## src/rtl/red_pkg.sv

```systemverilog
package red_pkg;

    localparam int LEN_W  = 16;
    localparam int PCT_W  = 7;
    localparam int PROD_W = 23;
    localparam int IDX_W  = 2;

    localparam logic [PCT_W-1:0] PCT_FULL  = 7'd100;
    localparam logic [LEN_W-1:0] COUNT_MAX = 16'hFFFF;

    // floor(x / 100) == (x * RECIP_M) >> RECIP_SHIFT for every x below 2^23.
    localparam logic [23:0] RECIP_M     = 24'd10737419;
    localparam int          RECIP_SHIFT = 30;

    // Serial divider geometry.
    localparam int DIV_RW = 16;
    localparam int DIV_BW = 14;
    localparam int DIV_QW = 14;
    localparam int DIV_SW = 4;
    localparam logic [DIV_SW-1:0] DIV_BASE_STEPS = 4'd7;
    localparam logic [DIV_SW-1:0] DIV_PROB_STEPS = 4'd14;

    localparam logic [IDX_W-1:0] CFG_MIN_THR  = 2'd0;
    localparam logic [IDX_W-1:0] CFG_MAX_THR  = 2'd1;
    localparam logic [IDX_W-1:0] CFG_WEIGHT   = 2'd2;
    localparam logic [IDX_W-1:0] CFG_MAX_PROB = 2'd3;

    typedef enum logic [1:0] {
        REGION_EMPTY = 2'd0,
        REGION_BELOW = 2'd1,
        REGION_BAND  = 2'd2,
        REGION_ABOVE = 2'd3
    } region_t;

    typedef struct packed {
        logic load_in;
        logic avg_mul;
        logic avg_sum;
        logic avg_scale;
        logic classify;
        logic div_start;
        logic div_sel;
        logic take_base;
        logic den_mul;
        logic den_check;
        logic take_prob;
        logic load_out;
    } red_cmd_t;

    typedef struct packed {
        logic qlen_zero;
        logic in_band;
        logic den_nonpos;
        logic div_done;
    } red_stat_t;

    function automatic logic [PCT_W-1:0] clamp_pct(input logic [PCT_W-1:0] v);
        return (v > PCT_FULL) ? PCT_FULL : v;
    endfunction

endpackage

```

## src/rtl/red_div.sv

```systemverilog
module red_div (
    input  logic                        clk,
    input  logic                        rst_n,
    input  logic                        start,
    input  logic [red_pkg::DIV_RW-1:0]  rem_init,
    input  logic [red_pkg::DIV_BW-1:0]  bits_init,
    input  logic [red_pkg::DIV_RW-1:0]  divisor,
    input  logic [red_pkg::DIV_SW-1:0]  steps,
    output logic                        done,
    output logic [red_pkg::DIV_QW-1:0]  quotient
);
    import red_pkg::*;

    logic [DIV_SW-1:0] cnt_reg, cnt_next;
    logic              done_reg;
    logic [DIV_RW-1:0] rem_reg;
    logic [DIV_BW-1:0] bits_reg;
    logic [DIV_RW-1:0] dsr_reg;
    logic [DIV_QW-1:0] quot_reg;

    logic [DIV_RW:0]   trial;
    logic [DIV_RW:0]   diff;
    logic              fits;

    // The remainder is always below the divisor, so one subtract per step
    // brings in one quotient bit.
    assign trial = {rem_reg, bits_reg[DIV_BW-1]};
    assign diff  = trial - {1'b0, dsr_reg};
    assign fits  = trial >= {1'b0, dsr_reg};

    always_comb
    begin
        cnt_next = cnt_reg;
        if (start)
        begin
            cnt_next = steps;
        end
        else if (cnt_reg != '0)
        begin
            cnt_next = cnt_reg - 1'b1;
        end
    end

    always_ff @(posedge clk or negedge rst_n)
    begin
        if (!rst_n)
        begin
            cnt_reg  <= '0;
            done_reg <= 1'b0;
        end
        else
        begin
            cnt_reg  <= cnt_next;
            done_reg <= !start && (cnt_reg == DIV_SW'(1));
        end
    end

    always_ff @(posedge clk)
    begin
        if (start)
        begin
            rem_reg  <= rem_init;
            bits_reg <= bits_init;
            dsr_reg  <= divisor;
            quot_reg <= '0;
        end
        else if (cnt_reg != '0)
        begin
            rem_reg  <= fits ? diff[DIV_RW-1:0] : trial[DIV_RW-1:0];
            bits_reg <= {bits_reg[DIV_BW-2:0], 1'b0};
            quot_reg <= {quot_reg[DIV_QW-2:0], fits};
        end
    end

    assign done     = done_reg;
    assign quotient = quot_reg;

endmodule

```

## src/rtl/red_dp.sv

```systemverilog
module red_dp (
    input  logic                       clk,
    input  logic                       rst_n,
    input  logic                       cfg_write,
    input  logic [red_pkg::IDX_W-1:0]  cfg_index,
    input  logic [red_pkg::LEN_W-1:0]  cfg_data,
    input  logic [red_pkg::LEN_W-1:0]  queue_length,
    input  logic [red_pkg::PCT_W-1:0]  random_percent,
    input  red_pkg::red_cmd_t          cmd,
    output red_pkg::red_stat_t         stat,
    output logic                       drop_mark,
    output logic [red_pkg::LEN_W-1:0]  average_length,
    output logic [1:0]                 region,
    output logic [red_pkg::PCT_W-1:0]  mark_prob_percent
);
    import red_pkg::*;

    // Configuration and running state.
    logic [LEN_W-1:0] min_thr_reg;
    logic [LEN_W-1:0] max_thr_reg;
    logic [PCT_W-1:0] weight_reg;
    logic [PCT_W-1:0] max_prob_reg;
    logic [LEN_W-1:0] avg_reg;
    logic [LEN_W-1:0] count_reg;

    // Per-request working registers.
    logic [LEN_W-1:0]  qlen_reg;
    logic [PCT_W-1:0]  rnd_reg;
    logic [PROD_W-1:0] pa_reg;
    logic [PROD_W-1:0] pb_reg;
    logic [PROD_W-1:0] sum_reg;
    logic [PROD_W-1:0] num_reg;
    logic [LEN_W-1:0]  dsr_reg;
    logic [PCT_W-1:0]  base_reg;
    logic [PROD_W-1:0] den_prod_reg;
    region_t           region_reg;
    logic              mark_reg;
    logic [PCT_W-1:0]  prob_reg;

    logic              out_mark_reg;
    logic [LEN_W-1:0]  out_avg_reg;
    region_t           out_region_reg;
    logic [PCT_W-1:0]  out_prob_reg;

    logic [PCT_W-1:0]  w;
    logic [PCT_W-1:0]  mp;
    logic [46:0]       scaled;
    logic              band;
    logic              above;
    logic              den_nonpos;
    logic [PCT_W-1:0]  den_small;
    logic [DIV_BW-1:0] prob_num;
    logic [PCT_W-1:0]  quot_sat;
    logic              prob_mark;

    logic              div_done;
    logic [DIV_QW-1:0] div_quot;
    logic [DIV_RW-1:0] div_rem_init;
    logic [DIV_BW-1:0] div_bits_init;
    logic [DIV_RW-1:0] div_divisor;
    logic [DIV_SW-1:0] div_steps;

    assign w          = clamp_pct(weight_reg);
    assign mp         = clamp_pct(max_prob_reg);
    assign scaled     = 47'(sum_reg) * 47'(RECIP_M);
    assign band       = (min_thr_reg < avg_reg) && (avg_reg < max_thr_reg);
    assign above      = max_thr_reg <= avg_reg;
    assign den_nonpos = den_prod_reg >= PROD_W'(PCT_FULL);
    assign den_small  = PCT_FULL - den_prod_reg[PCT_W-1:0];
    assign prob_num   = DIV_BW'(base_reg) * DIV_BW'(PCT_FULL);
    assign quot_sat   = (div_quot > DIV_QW'(PCT_FULL)) ? PCT_FULL : div_quot[PCT_W-1:0];
    assign prob_mark  = rnd_reg < quot_sat;

    // The base quotient is below 128, so its division starts with the top
    // sixteen numerator bits already in the remainder.
    always_comb
    begin
        if (!cmd.div_sel)
        begin
            div_rem_init  = num_reg[PROD_W-1:PROD_W-DIV_RW];
            div_bits_init = {num_reg[PROD_W-DIV_RW-1:0], (DIV_BW-(PROD_W-DIV_RW))'(0)};
            div_divisor   = dsr_reg;
            div_steps     = DIV_BASE_STEPS;
        end
        else
        begin
            div_rem_init  = '0;
            div_bits_init = prob_num;
            div_divisor   = DIV_RW'(den_small);
            div_steps     = DIV_PROB_STEPS;
        end
    end

    red_div u_div (
        .clk       (clk),
        .rst_n     (rst_n),
        .start     (cmd.div_start),
        .rem_init  (div_rem_init),
        .bits_init (div_bits_init),
        .divisor   (div_divisor),
        .steps     (div_steps),
        .done      (div_done),
        .quotient  (div_quot)
    );

    always_ff @(posedge clk or negedge rst_n)
    begin
        if (!rst_n)
        begin
            min_thr_reg  <= 16'd5;
            max_thr_reg  <= 16'd15;
            weight_reg   <= 7'd2;
            max_prob_reg <= 7'd10;
            avg_reg      <= '0;
            count_reg    <= '0;
        end
        else
        begin
            if (cfg_write)
            begin
                case (cfg_index)
                    CFG_MIN_THR:  min_thr_reg  <= cfg_data;
                    CFG_MAX_THR:  max_thr_reg  <= cfg_data;
                    CFG_WEIGHT:   weight_reg   <= cfg_data[PCT_W-1:0];
                    CFG_MAX_PROB: max_prob_reg <= cfg_data[PCT_W-1:0];
                    default:      ;
                endcase
            end
            if (cmd.avg_scale)
            begin
                avg_reg <= scaled[RECIP_SHIFT +: LEN_W];
            end
            if (cmd.classify)
            begin
                if (band)
                begin
                    count_reg <= (count_reg == COUNT_MAX) ? COUNT_MAX : count_reg + 1'b1;
                end
                else
                begin
                    count_reg <= '0;
                end
            end
            if ((cmd.den_check && den_nonpos) || (cmd.take_prob && prob_mark))
            begin
                count_reg <= '0;
            end
        end
    end

    always_ff @(posedge clk)
    begin
        if (cmd.load_in)
        begin
            qlen_reg   <= queue_length;
            rnd_reg    <= random_percent;
            region_reg <= REGION_EMPTY;
            mark_reg   <= 1'b0;
            prob_reg   <= '0;
        end
        if (cmd.avg_mul)
        begin
            pa_reg <= PROD_W'(PCT_FULL - w) * PROD_W'(avg_reg);
            pb_reg <= PROD_W'(w) * PROD_W'(qlen_reg);
        end
        if (cmd.avg_sum)
        begin
            sum_reg <= pa_reg + pb_reg;
        end
        if (cmd.classify)
        begin
            num_reg <= PROD_W'(mp) * PROD_W'(avg_reg - min_thr_reg);
            dsr_reg <= max_thr_reg - min_thr_reg;
            if (band)
            begin
                region_reg <= REGION_BAND;
            end
            else if (above)
            begin
                region_reg <= REGION_ABOVE;
                mark_reg   <= 1'b1;
            end
            else
            begin
                region_reg <= REGION_BELOW;
            end
        end
        if (cmd.take_base)
        begin
            base_reg <= div_quot[PCT_W-1:0];
        end
        if (cmd.den_mul)
        begin
            den_prod_reg <= PROD_W'(count_reg) * PROD_W'(base_reg);
        end
        // A count times base of 100 or more leaves no positive denominator.
        if (cmd.den_check && den_nonpos)
        begin
            prob_reg <= PCT_FULL;
            mark_reg <= 1'b1;
        end
        if (cmd.take_prob)
        begin
            prob_reg <= quot_sat;
            mark_reg <= prob_mark;
        end
        if (cmd.load_out)
        begin
            out_mark_reg   <= mark_reg;
            out_avg_reg    <= avg_reg;
            out_region_reg <= region_reg;
            out_prob_reg   <= prob_reg;
        end
    end

    assign stat.qlen_zero  = (qlen_reg == '0);
    assign stat.in_band    = band;
    assign stat.den_nonpos = den_nonpos;
    assign stat.div_done   = div_done;

    assign drop_mark         = out_mark_reg;
    assign average_length    = out_avg_reg;
    assign region            = out_region_reg;
    assign mark_prob_percent = out_prob_reg;

endmodule

```

## src/rtl/red_ctrl.sv

```systemverilog
module red_ctrl (
    input  logic               clk,
    input  logic               rst_n,
    input  logic               in_valid,
    output logic               in_ready,
    output logic               out_valid,
    input  logic               out_ready,
    input  red_pkg::red_stat_t stat,
    output red_pkg::red_cmd_t  cmd
);
    import red_pkg::*;

    typedef enum logic [10:0] {
        S_IDLE      = 11'b000_0000_0001,
        S_AVG_MUL   = 11'b000_0000_0010,
        S_AVG_SUM   = 11'b000_0000_0100,
        S_AVG_SCALE = 11'b000_0000_1000,
        S_CLASSIFY  = 11'b000_0001_0000,
        S_BASE_GO   = 11'b000_0010_0000,
        S_BASE_WAIT = 11'b000_0100_0000,
        S_DEN_MUL   = 11'b000_1000_0000,
        S_DEN_CHECK = 11'b001_0000_0000,
        S_PROB_WAIT = 11'b010_0000_0000,
        S_OUT       = 11'b100_0000_0000
    } state_t;

    state_t state_reg, state_next;
    logic   out_valid_reg, out_valid_next;

    always_comb
    begin
        state_next = state_reg;
        cmd        = '0;
        case (state_reg)
            S_IDLE:
            begin
                if (in_valid)
                begin
                    cmd.load_in = 1'b1;
                    state_next  = S_AVG_MUL;
                end
            end
            S_AVG_MUL:
            begin
                if (stat.qlen_zero)
                begin
                    state_next = S_OUT;
                end
                else
                begin
                    cmd.avg_mul = 1'b1;
                    state_next  = S_AVG_SUM;
                end
            end
            S_AVG_SUM:
            begin
                cmd.avg_sum = 1'b1;
                state_next  = S_AVG_SCALE;
            end
            S_AVG_SCALE:
            begin
                cmd.avg_scale = 1'b1;
                state_next    = S_CLASSIFY;
            end
            S_CLASSIFY:
            begin
                cmd.classify = 1'b1;
                state_next   = stat.in_band ? S_BASE_GO : S_OUT;
            end
            S_BASE_GO:
            begin
                cmd.div_start = 1'b1;
                state_next    = S_BASE_WAIT;
            end
            S_BASE_WAIT:
            begin
                if (stat.div_done)
                begin
                    cmd.take_base = 1'b1;
                    state_next    = S_DEN_MUL;
                end
            end
            S_DEN_MUL:
            begin
                cmd.den_mul = 1'b1;
                state_next  = S_DEN_CHECK;
            end
            S_DEN_CHECK:
            begin
                cmd.den_check = 1'b1;
                if (stat.den_nonpos)
                begin
                    state_next = S_OUT;
                end
                else
                begin
                    cmd.div_start = 1'b1;
                    cmd.div_sel   = 1'b1;
                    state_next    = S_PROB_WAIT;
                end
            end
            S_PROB_WAIT:
            begin
                if (stat.div_done)
                begin
                    cmd.take_prob = 1'b1;
                    state_next    = S_OUT;
                end
            end
            S_OUT:
            begin
                if (!out_valid_reg || out_ready)
                begin
                    cmd.load_out = 1'b1;
                    state_next   = S_IDLE;
                end
            end
            default:
            begin
                state_next = S_IDLE;
            end
        endcase
    end

    always_comb
    begin
        out_valid_next = out_valid_reg;
        if (cmd.load_out)
        begin
            out_valid_next = 1'b1;
        end
        else if (out_ready)
        begin
            out_valid_next = 1'b0;
        end
    end

    always_ff @(posedge clk or negedge rst_n)
    begin
        if (!rst_n)
        begin
            state_reg     <= S_IDLE;
            out_valid_reg <= 1'b0;
        end
        else
        begin
            state_reg     <= state_next;
            out_valid_reg <= out_valid_next;
        end
    end

    assign in_ready  = (state_reg == S_IDLE);
    assign out_valid = out_valid_reg;

endmodule

```

## src/rtl/red_drop_marker.sv

```systemverilog
// Random early detection marker for one queue.
// Input channel (in_valid/in_ready): one request per arriving packet with
// the current queue_length and a random_percent value from 0 to 99.
// Output channel (out_valid/out_ready): one result per request with the
// mark decision, the updated average length, the region and the marking
// probability. Configuration channel (cfg_valid/cfg_ready) is always ready;
// index 0 min threshold, 1 max threshold, 2 weight, 3 max probability.
// An empty queue goes straight to the result; outside the threshold band
// the average is updated and classified first; inside it a shared
// one-bit-per-cycle divider then runs 7 steps for the base probability
// and, unless the count times the base probability leaves no positive
// denominator, 14 steps for the adjusted probability. One request is in
// flight at a time, so a new one waits until the last result is registered.
// The result sits in an output register; a new request is taken while it
// waits, and a finished result is held until the receiver takes the one
// ahead of it. Reset restores the default configuration and clears the
// average and the count of packets since the last mark.
module red_drop_marker (
    input  logic        clk,
    input  logic        rst_n,
    input  logic        cfg_valid,
    output logic        cfg_ready,
    input  logic [1:0]  cfg_index,
    input  logic [15:0] cfg_data,
    input  logic        in_valid,
    output logic        in_ready,
    input  logic [15:0] queue_length,
    input  logic [6:0]  random_percent,
    output logic        out_valid,
    input  logic        out_ready,
    output logic        drop_mark,
    output logic [15:0] average_length,
    output logic [1:0]  region,
    output logic [6:0]  mark_prob_percent
);
    import red_pkg::*;

    red_cmd_t  cmd;
    red_stat_t stat;

    assign cfg_ready = 1'b1;

    red_ctrl u_ctrl (
        .clk       (clk),
        .rst_n     (rst_n),
        .in_valid  (in_valid),
        .in_ready  (in_ready),
        .out_valid (out_valid),
        .out_ready (out_ready),
        .stat      (stat),
        .cmd       (cmd)
    );

    red_dp u_dp (
        .clk               (clk),
        .rst_n             (rst_n),
        .cfg_write         (cfg_valid && cfg_ready),
        .cfg_index         (cfg_index),
        .cfg_data          (cfg_data),
        .queue_length      (queue_length),
        .random_percent    (random_percent),
        .cmd               (cmd),
        .stat              (stat),
        .drop_mark         (drop_mark),
        .average_length    (average_length),
        .region            (region),
        .mark_prob_percent (mark_prob_percent)
    );

    // Only one request is worked on at a time.
    a_one_in_flight: assert property (@(posedge clk) disable iff (!rst_n)
        (in_valid && in_ready) |=> !in_ready)
        else $error("new request accepted while one is in progress");

    // A finished result never overwrites one the receiver has not taken.
    a_no_overwrite: assert property (@(posedge clk) disable iff (!rst_n)
        cmd.load_out |-> (!out_valid || out_ready))
        else $error("pending result overwritten");

    // An empty queue neither marks nor reports a probability.
    a_empty_quiet: assert property (@(posedge clk) disable iff (!rst_n)
        (out_valid && (region == REGION_EMPTY)) |-> (!drop_mark && (mark_prob_percent == '0)))
        else $error("empty queue result carries a mark");

    // Below the band nothing is marked; above it everything is.
    a_region_mark: assert property (@(posedge clk) disable iff (!rst_n)
        out_valid |-> !((region == REGION_BELOW) && drop_mark)
                      && !((region == REGION_ABOVE) && !drop_mark))
        else $error("mark decision disagrees with region");

endmodule
```

## config.mk

```make
export PLATFORM = sky130hd
export DESIGN_NAME = red_drop_marker
export DESIGN_NICKNAME = d
export VERILOG_FILES = /design/src/rtl/red_pkg.sv /design/src/rtl/red_div.sv /design/src/rtl/red_dp.sv /design/src/rtl/red_ctrl.sv /design/src/rtl/red_drop_marker.sv
export SDC_FILE = /design/constraint.sdc
export NUM_CORES = 2
export LEC_CHECK = 0
export ABC_AREA = 0
export BUFFER_PORTS_ARGS = -buffer_cell sky130_fd_sc_hd__buf_2
export CORE_AREA = 4 4 330 332
export CTS_BUF_LIST = sky130_fd_sc_hd__clkbuf_16
export CTS_CLUSTER_DIAMETER = 40
export CTS_CLUSTER_SIZE = 20
export DETAILED_ROUTE_END_ITERATION = 7
export DIE_AREA = 0 0 334 336
export PLACE_DENSITY = 0.54
export SYNTH_ARGS = -nofsm -noshare
export SYNTH_HDL_FRONTEND = slang
export SYNTH_SLANG_ARGS = --single-unit
export TNS_END_PERCENT = 1
```

## constraint.sdc

```tcl
create_clock -name clk -period 10.05 [get_ports clk]
set_clock_uncertainty 0.15 [all_clocks]
set_input_delay 0.5025 -clock clk [delete_from_list [all_inputs] [get_ports clk]]
set_output_delay 0.5025 -clock clk [all_outputs]
set_load 0.02 [all_outputs]
```

# ---- After elaboration in Yosys (flattened, before gate mapping)
# Index checks and enable logic that the tools add are counted.
dict set report classes {
  mux 58
  n_reduce_logical 21
  n_eq_ne 20
  addsub 8
  order_cmp 9
  mul 6
}
# operator n
set op_table {}
lappend op_table {{$mux W16} 8}
lappend op_table {{$pmux W11 S11} 1}
lappend op_table {{$mux W11} 7}
lappend op_table {{$mux W7} 7}
lappend op_table {{$mul A23 B24 Y46 const B} 1}
lappend op_table {{$mux W14} 3}
lappend op_table {{$lt A16 B16 Y1} 2}
lappend op_table {{$sub A16 B16 Y16} 2}
lappend op_table {{$add A23 B23 Y23} 1}
lappend op_table {{$ge A23 B7 Y1 const B} 1}
lappend op_table {{$mul A16 B7 Y23} 1}
lappend op_table {{$mul A23 B16 Y23} 1}
lappend op_table {{$mul A7 B16 Y23} 1}
lappend op_table {{$mul A7 B23 Y23} 1}
lappend op_table {{$mux W1} 23}
lappend op_table {{$ge A17 B16 Y1} 1}
lappend op_table {{$sub A16 B16 Y17} 1}
lappend op_table {{$add A16 B1 Y16 const B} 1}
lappend op_table {{$eq A16 B16 Y1 const B} 1}
lappend op_table {{$le A16 B16 Y1} 1}
lappend op_table {{$logic_not A16 Y1} 1}
lappend op_table {{$gt A14 B7 Y1 const B} 1}
lappend op_table {{$gt A7 B7 Y1 const B} 2}
lappend op_table {{$mul A7 B5 Y12 const B} 1}
lappend op_table {{other kinds (32)} 52}
dict set report totals {
  elab_cells 153
  output_inout_bits 29
  reg_bits 352
}

# ---- Longest topological paths before layout
dict set report logic_depth {
  depth_word 8
  mapped_depth 34
  mapped_depth_nobuf 32
}

# ---- By module
# Synthesis repeated with hierarchy kept, for this count alone.
dict set report unflattened {
  cells_unflattened 4178
  hier_area_um2 41934.0
}
# mod n_inst seq_area_each_um2 area_per_inst_um2 cells_per_inst
set by_module_without_submodules {}
lappend by_module_without_submodules {red_dp 1 7868.8 37350.8 3768}
lappend by_module_without_submodules {red_div 1 1786.7 3627.2 313}
lappend by_module_without_submodules {red_ctrl 1 301.5 944.7 95}
lappend by_module_without_submodules {red_drop_marker 1 0.0 11.3 2}

# ---- Worst setup path before layout
# Ideal clock, no wire load.
dict set report synth_path {
  kind {register to register}
  startpoint {reg u_dp.weight_reg[0]}
  endpoint {reg u_dp.pa_reg[22], data pin}
  required_time_ps 9640
  setup_ps 260
  n_path_buf 2
  arrival_time_ps 7202
  slack_ps 2438
  path_stages_with_launch 33
  path_cell_list {dfrtp_1 > o21ai_0 > nand2_1 > and3_1 > nor2b_1 > clkbuf_1 > inv_1 > ha_1 > inv_1 > a21o_1 > o21ai_0 > nor2_1 > a21oi_1 > clkbuf_1 > and2_1 > fa_1 > inv_1 > fa_1 > fa_1 > fa_1 > inv_1 > fa_1 > inv_1 > fa_1 > inv_1 > ha_1 > and3_1 > a31oi_1 > a211oi_1 > nor3_1 > o41ai_1 > a21oi_1 > xnor2_1}
}
dict set report synth_between {
  elab_chain_len 4
}
# element line
set synth_rtl {}
lappend synth_rtl {{start: declaration} red_dp.sv:21} ;# logic [PCT_W-1:0] weight_reg;
lappend synth_rtl {{start signal: assignment} red_dp.sv:124} ;# CFG_WEIGHT: weight_reg <= cfg_data[PCT_W-1:0];
lappend synth_rtl {{$gt A7 B7 Y1} red_pkg.sv:58} ;# return (v > PCT_FULL) ? PCT_FULL : v;
lappend synth_rtl {{$mux W7 *} red_pkg.sv:58}
lappend synth_rtl {{$sub A7 B7 Y8 *} red_dp.sv:163} ;# pa_reg <= PROD_W'(PCT_FULL - w) * PROD_W'(avg_reg);
lappend synth_rtl {{$mul A23 B16 Y23 *} red_dp.sv:163}
lappend synth_rtl {{end signal: assignment} red_dp.sv:163}
lappend synth_rtl {{end: declaration} red_dp.sv:29} ;# logic [PROD_W-1:0] pa_reg;
# Every way passes the cells marked *; elsewhere a longest branch is shown, timed or not.
# A chain may end at the register's enable or synchronous reset.

# ---- Final worst setup path
# Same ends and word-level chain as after synthesis.

==> results.cfg <==
[yosys]
postSynth.asyncResetShare_pct = 27.1
synth.yosys.warnings = 0
synth-edff-count = 240
synth_largest_type_area_fraction_pct = 26.8
synth-compound-area-share_pct = 7.90
largest_family_of_logic_cells_by_synthesized_area = adder cells
synth-xor-area-share_pct = 3.88
synth_adder_area_share_pct = 42.5
synth_simple_gate_area_share_pct = 13.1
yosysUniqueCellTypes = 76
synth_mux_area_share_pct = 0.930
ys_top_cells_by_area = fa_1, edfxtp_1, ha_1
postSynthRegisterBits = 350
yosys.area.top_type = fa_1
synth_cells = 4213
yosysMostFrequentCell = inv_1
postSynthAreaPerCell_sq_um = 9.97
ys_seq_area_share_pct = 23.6
syn_area_sq_um = 42000
synth.top_cells.by_count = inv_1, fa_1, ha_1
yosys_most_used_dff = edfxtp_1

[grt]
antenna_found_initial = 1
grt_remaining_overflow = 0
grt_max_degree = 65
grt_usage_pct = 18.8
first_pass_grt_wire_length_um = 167000
via_count_of_the_first_global_routing_pass = 30400

[worst_setup_path]
crit_type = register to register
worst_path_dominant_cell_family = adder cells
worst_path_arrival_time_ns = 8.09
timing.critical_path.slowest_stage_cell = fa_1
crit-reg2reg-capture = u_dp.pa_reg[22]
max_stage_delay_ns = 0.55
ff2ff_path_depth = 32
worst_ep_required_time_ns = 10.28
timing.reg2reg.setup_slack_ns = 2.19
worstPathMaxFanout = 17
endpoint_kind = register
number_of_buffers_and_inverters_on_the_critical_path = 8
worstSetupPathDepth = 32
timing.rr.start = u_dp.weight_reg[0]
worst_setup_path_start_kind = register

[routing]
routed_wl_um = 102000
drt-vias-per-instance = 5.04
detailroute.via_count = 29300
detail_route.wl_per_cell_um = 17.5
firstDrtPassIters = 6
drt_iter0_drc = 1820
antenna_violating_nets_post_route = 0
drt_drc_violations_left = 0

[placement]
dp_worst_setup_slack_ns = 2.21
placed_cells_incl_taps = 5660
hpwlAfterDp_um = 82400
io_buffers = 73
globalplace.congestion = 0.886

[final_layout]
fillerInstances = 10400
antennaDiodeCount = 0
final_net_count = 5495
final_cell_count_no_fill = 5821
syn2layout_area_growth_pct = 11.6
multiInputGateArea_sq_um = 28900
sequential_cell_area_sq_um = 9900
drive_above_1_share_pct = 6.47

[sta]
rsz_0062_raised_after_global_routing = false
post_route_clock_period_utilization_pct = 78.2
timing.fmax_ghz = 0.127
worstMarginPinSlew_ns = 1.31
setup_total_negative_slack_ns = 0
setup_viol = 0
maxSlewViolCount = 0
finalWorstSetupSlack_ns = 2.19
final.min_clock_period_ns = 7.86
hold_viol_final = 0
slew-limit-headroom_pct = 12.2

[floorplanning]
dieHeight_um = 336
std_cell_rows = 120
floorplan.core_area_sq_um = 106000
initial_core_util_pct = 39.5
design.die.area_sq_um = 112000
die_outline_width_um = 334
io_pins = 75

[hold_path]
worst_hold_path.endpoint = u_dp.min_thr_reg[2]
holdPathStages = 3
min-delay-start = cfg_data[2]
hold_path_class = input port to register

[clock_network]
clk_pin_slew_ns = 0.06
clk_root_buffer_cell = clkbuf_16
cts_post_setup_buffers_inserted = 0
cts_max_level = 3
cts_tree = done
post_cts_hold_buffer_count = 33
clkLatencyLatePin_ns = 0.64
cts.sink_count = 350
post_cts_resize_count = 0
max-clock-path-buffers = 3
numCtsBuffers = 69

[outcome]
status = complete, no violations

[run]
cap_violations = 0
## through the flow
stage               hold WS [ns]  utilization (%)  cell area, sq um
global placement           0.256             41.5             44100
finish                    0.0564             44.1             46900
floorplan                 0.0569                -             42200
global route              0.0377             44.1             46900
detailed placement         0.258             41.5             44100
CTS                      0.00569             44.1             46900
## worst min-delay path: stages
cell and delay, ns:
buf_2 0.17, nand2_1 0.07, o21ai_0 0.07
## layer usage
layer | up-vias | GRT usage [%] | wire [um]
met3 | 101 | 3.31 | 5390
li1 | 14000 | - | -
met2 | 589 | 29.1 | 44800
met4 | 0 | 3.69 | 1590
met1 | 14600 | 27.7 | 50300
met5 | - | 0 | 0
## cell type report
cell class | instances | share of cell area [%]
flip-flops and latches | 350 | 21.1
repair buffers | 141 | 2.05
clock inverters | 58 | 1.35
well taps | 1403 | 3.75
clock buffers | 70 | 3.74
inverters | 793 | 6.35
multi-input cells | 3006 | 61.6
## cells by family after synthesis
logic type,Yosys count
buffers and inverters,898
flip-flops,350
adder cells (fa/ha/maj),1088
AND/OR/NAND/NOR,1144
XOR/XNOR,186
multiplexers,35
other,2
AO/OA/AOI/OAI,510
## worst max path at each step
stage	from	slack (ns)	endpoint
6_report	u_dp.weight_reg[0]	2.19	u_dp.pa_reg[22]
5_1_grt	u_dp.weight_reg[0]	1.73	u_dp.pa_reg[22]
4_1_cts	u_dp.weight_reg[0]	2.18	u_dp.pa_reg[22]
3_5_place_dp	u_dp.weight_reg[0]	2.21	u_dp.pa_reg[22]
3_3_place_gp	u_dp.weight_reg[0]	2.25	u_dp.pa_reg[22]
2_1_floorplan	u_dp.weight_reg[0]	2.44	u_dp.pa_reg[22]
## layout by cell type, fill, tap and decap left out, types with 120 or more instances in the layout
cell and instances:
a21oi_1 122, and2_1 172, edfxtp_1 240, fa_1 563
ha_1 525, inv_1 799, nand2_1 484, nor2_1 142
o21ai_0 120, xnor2_1 130
Power is not shown: default switching activity piles up to over one toggle a cycle in this logic, so the estimate is an artifact.
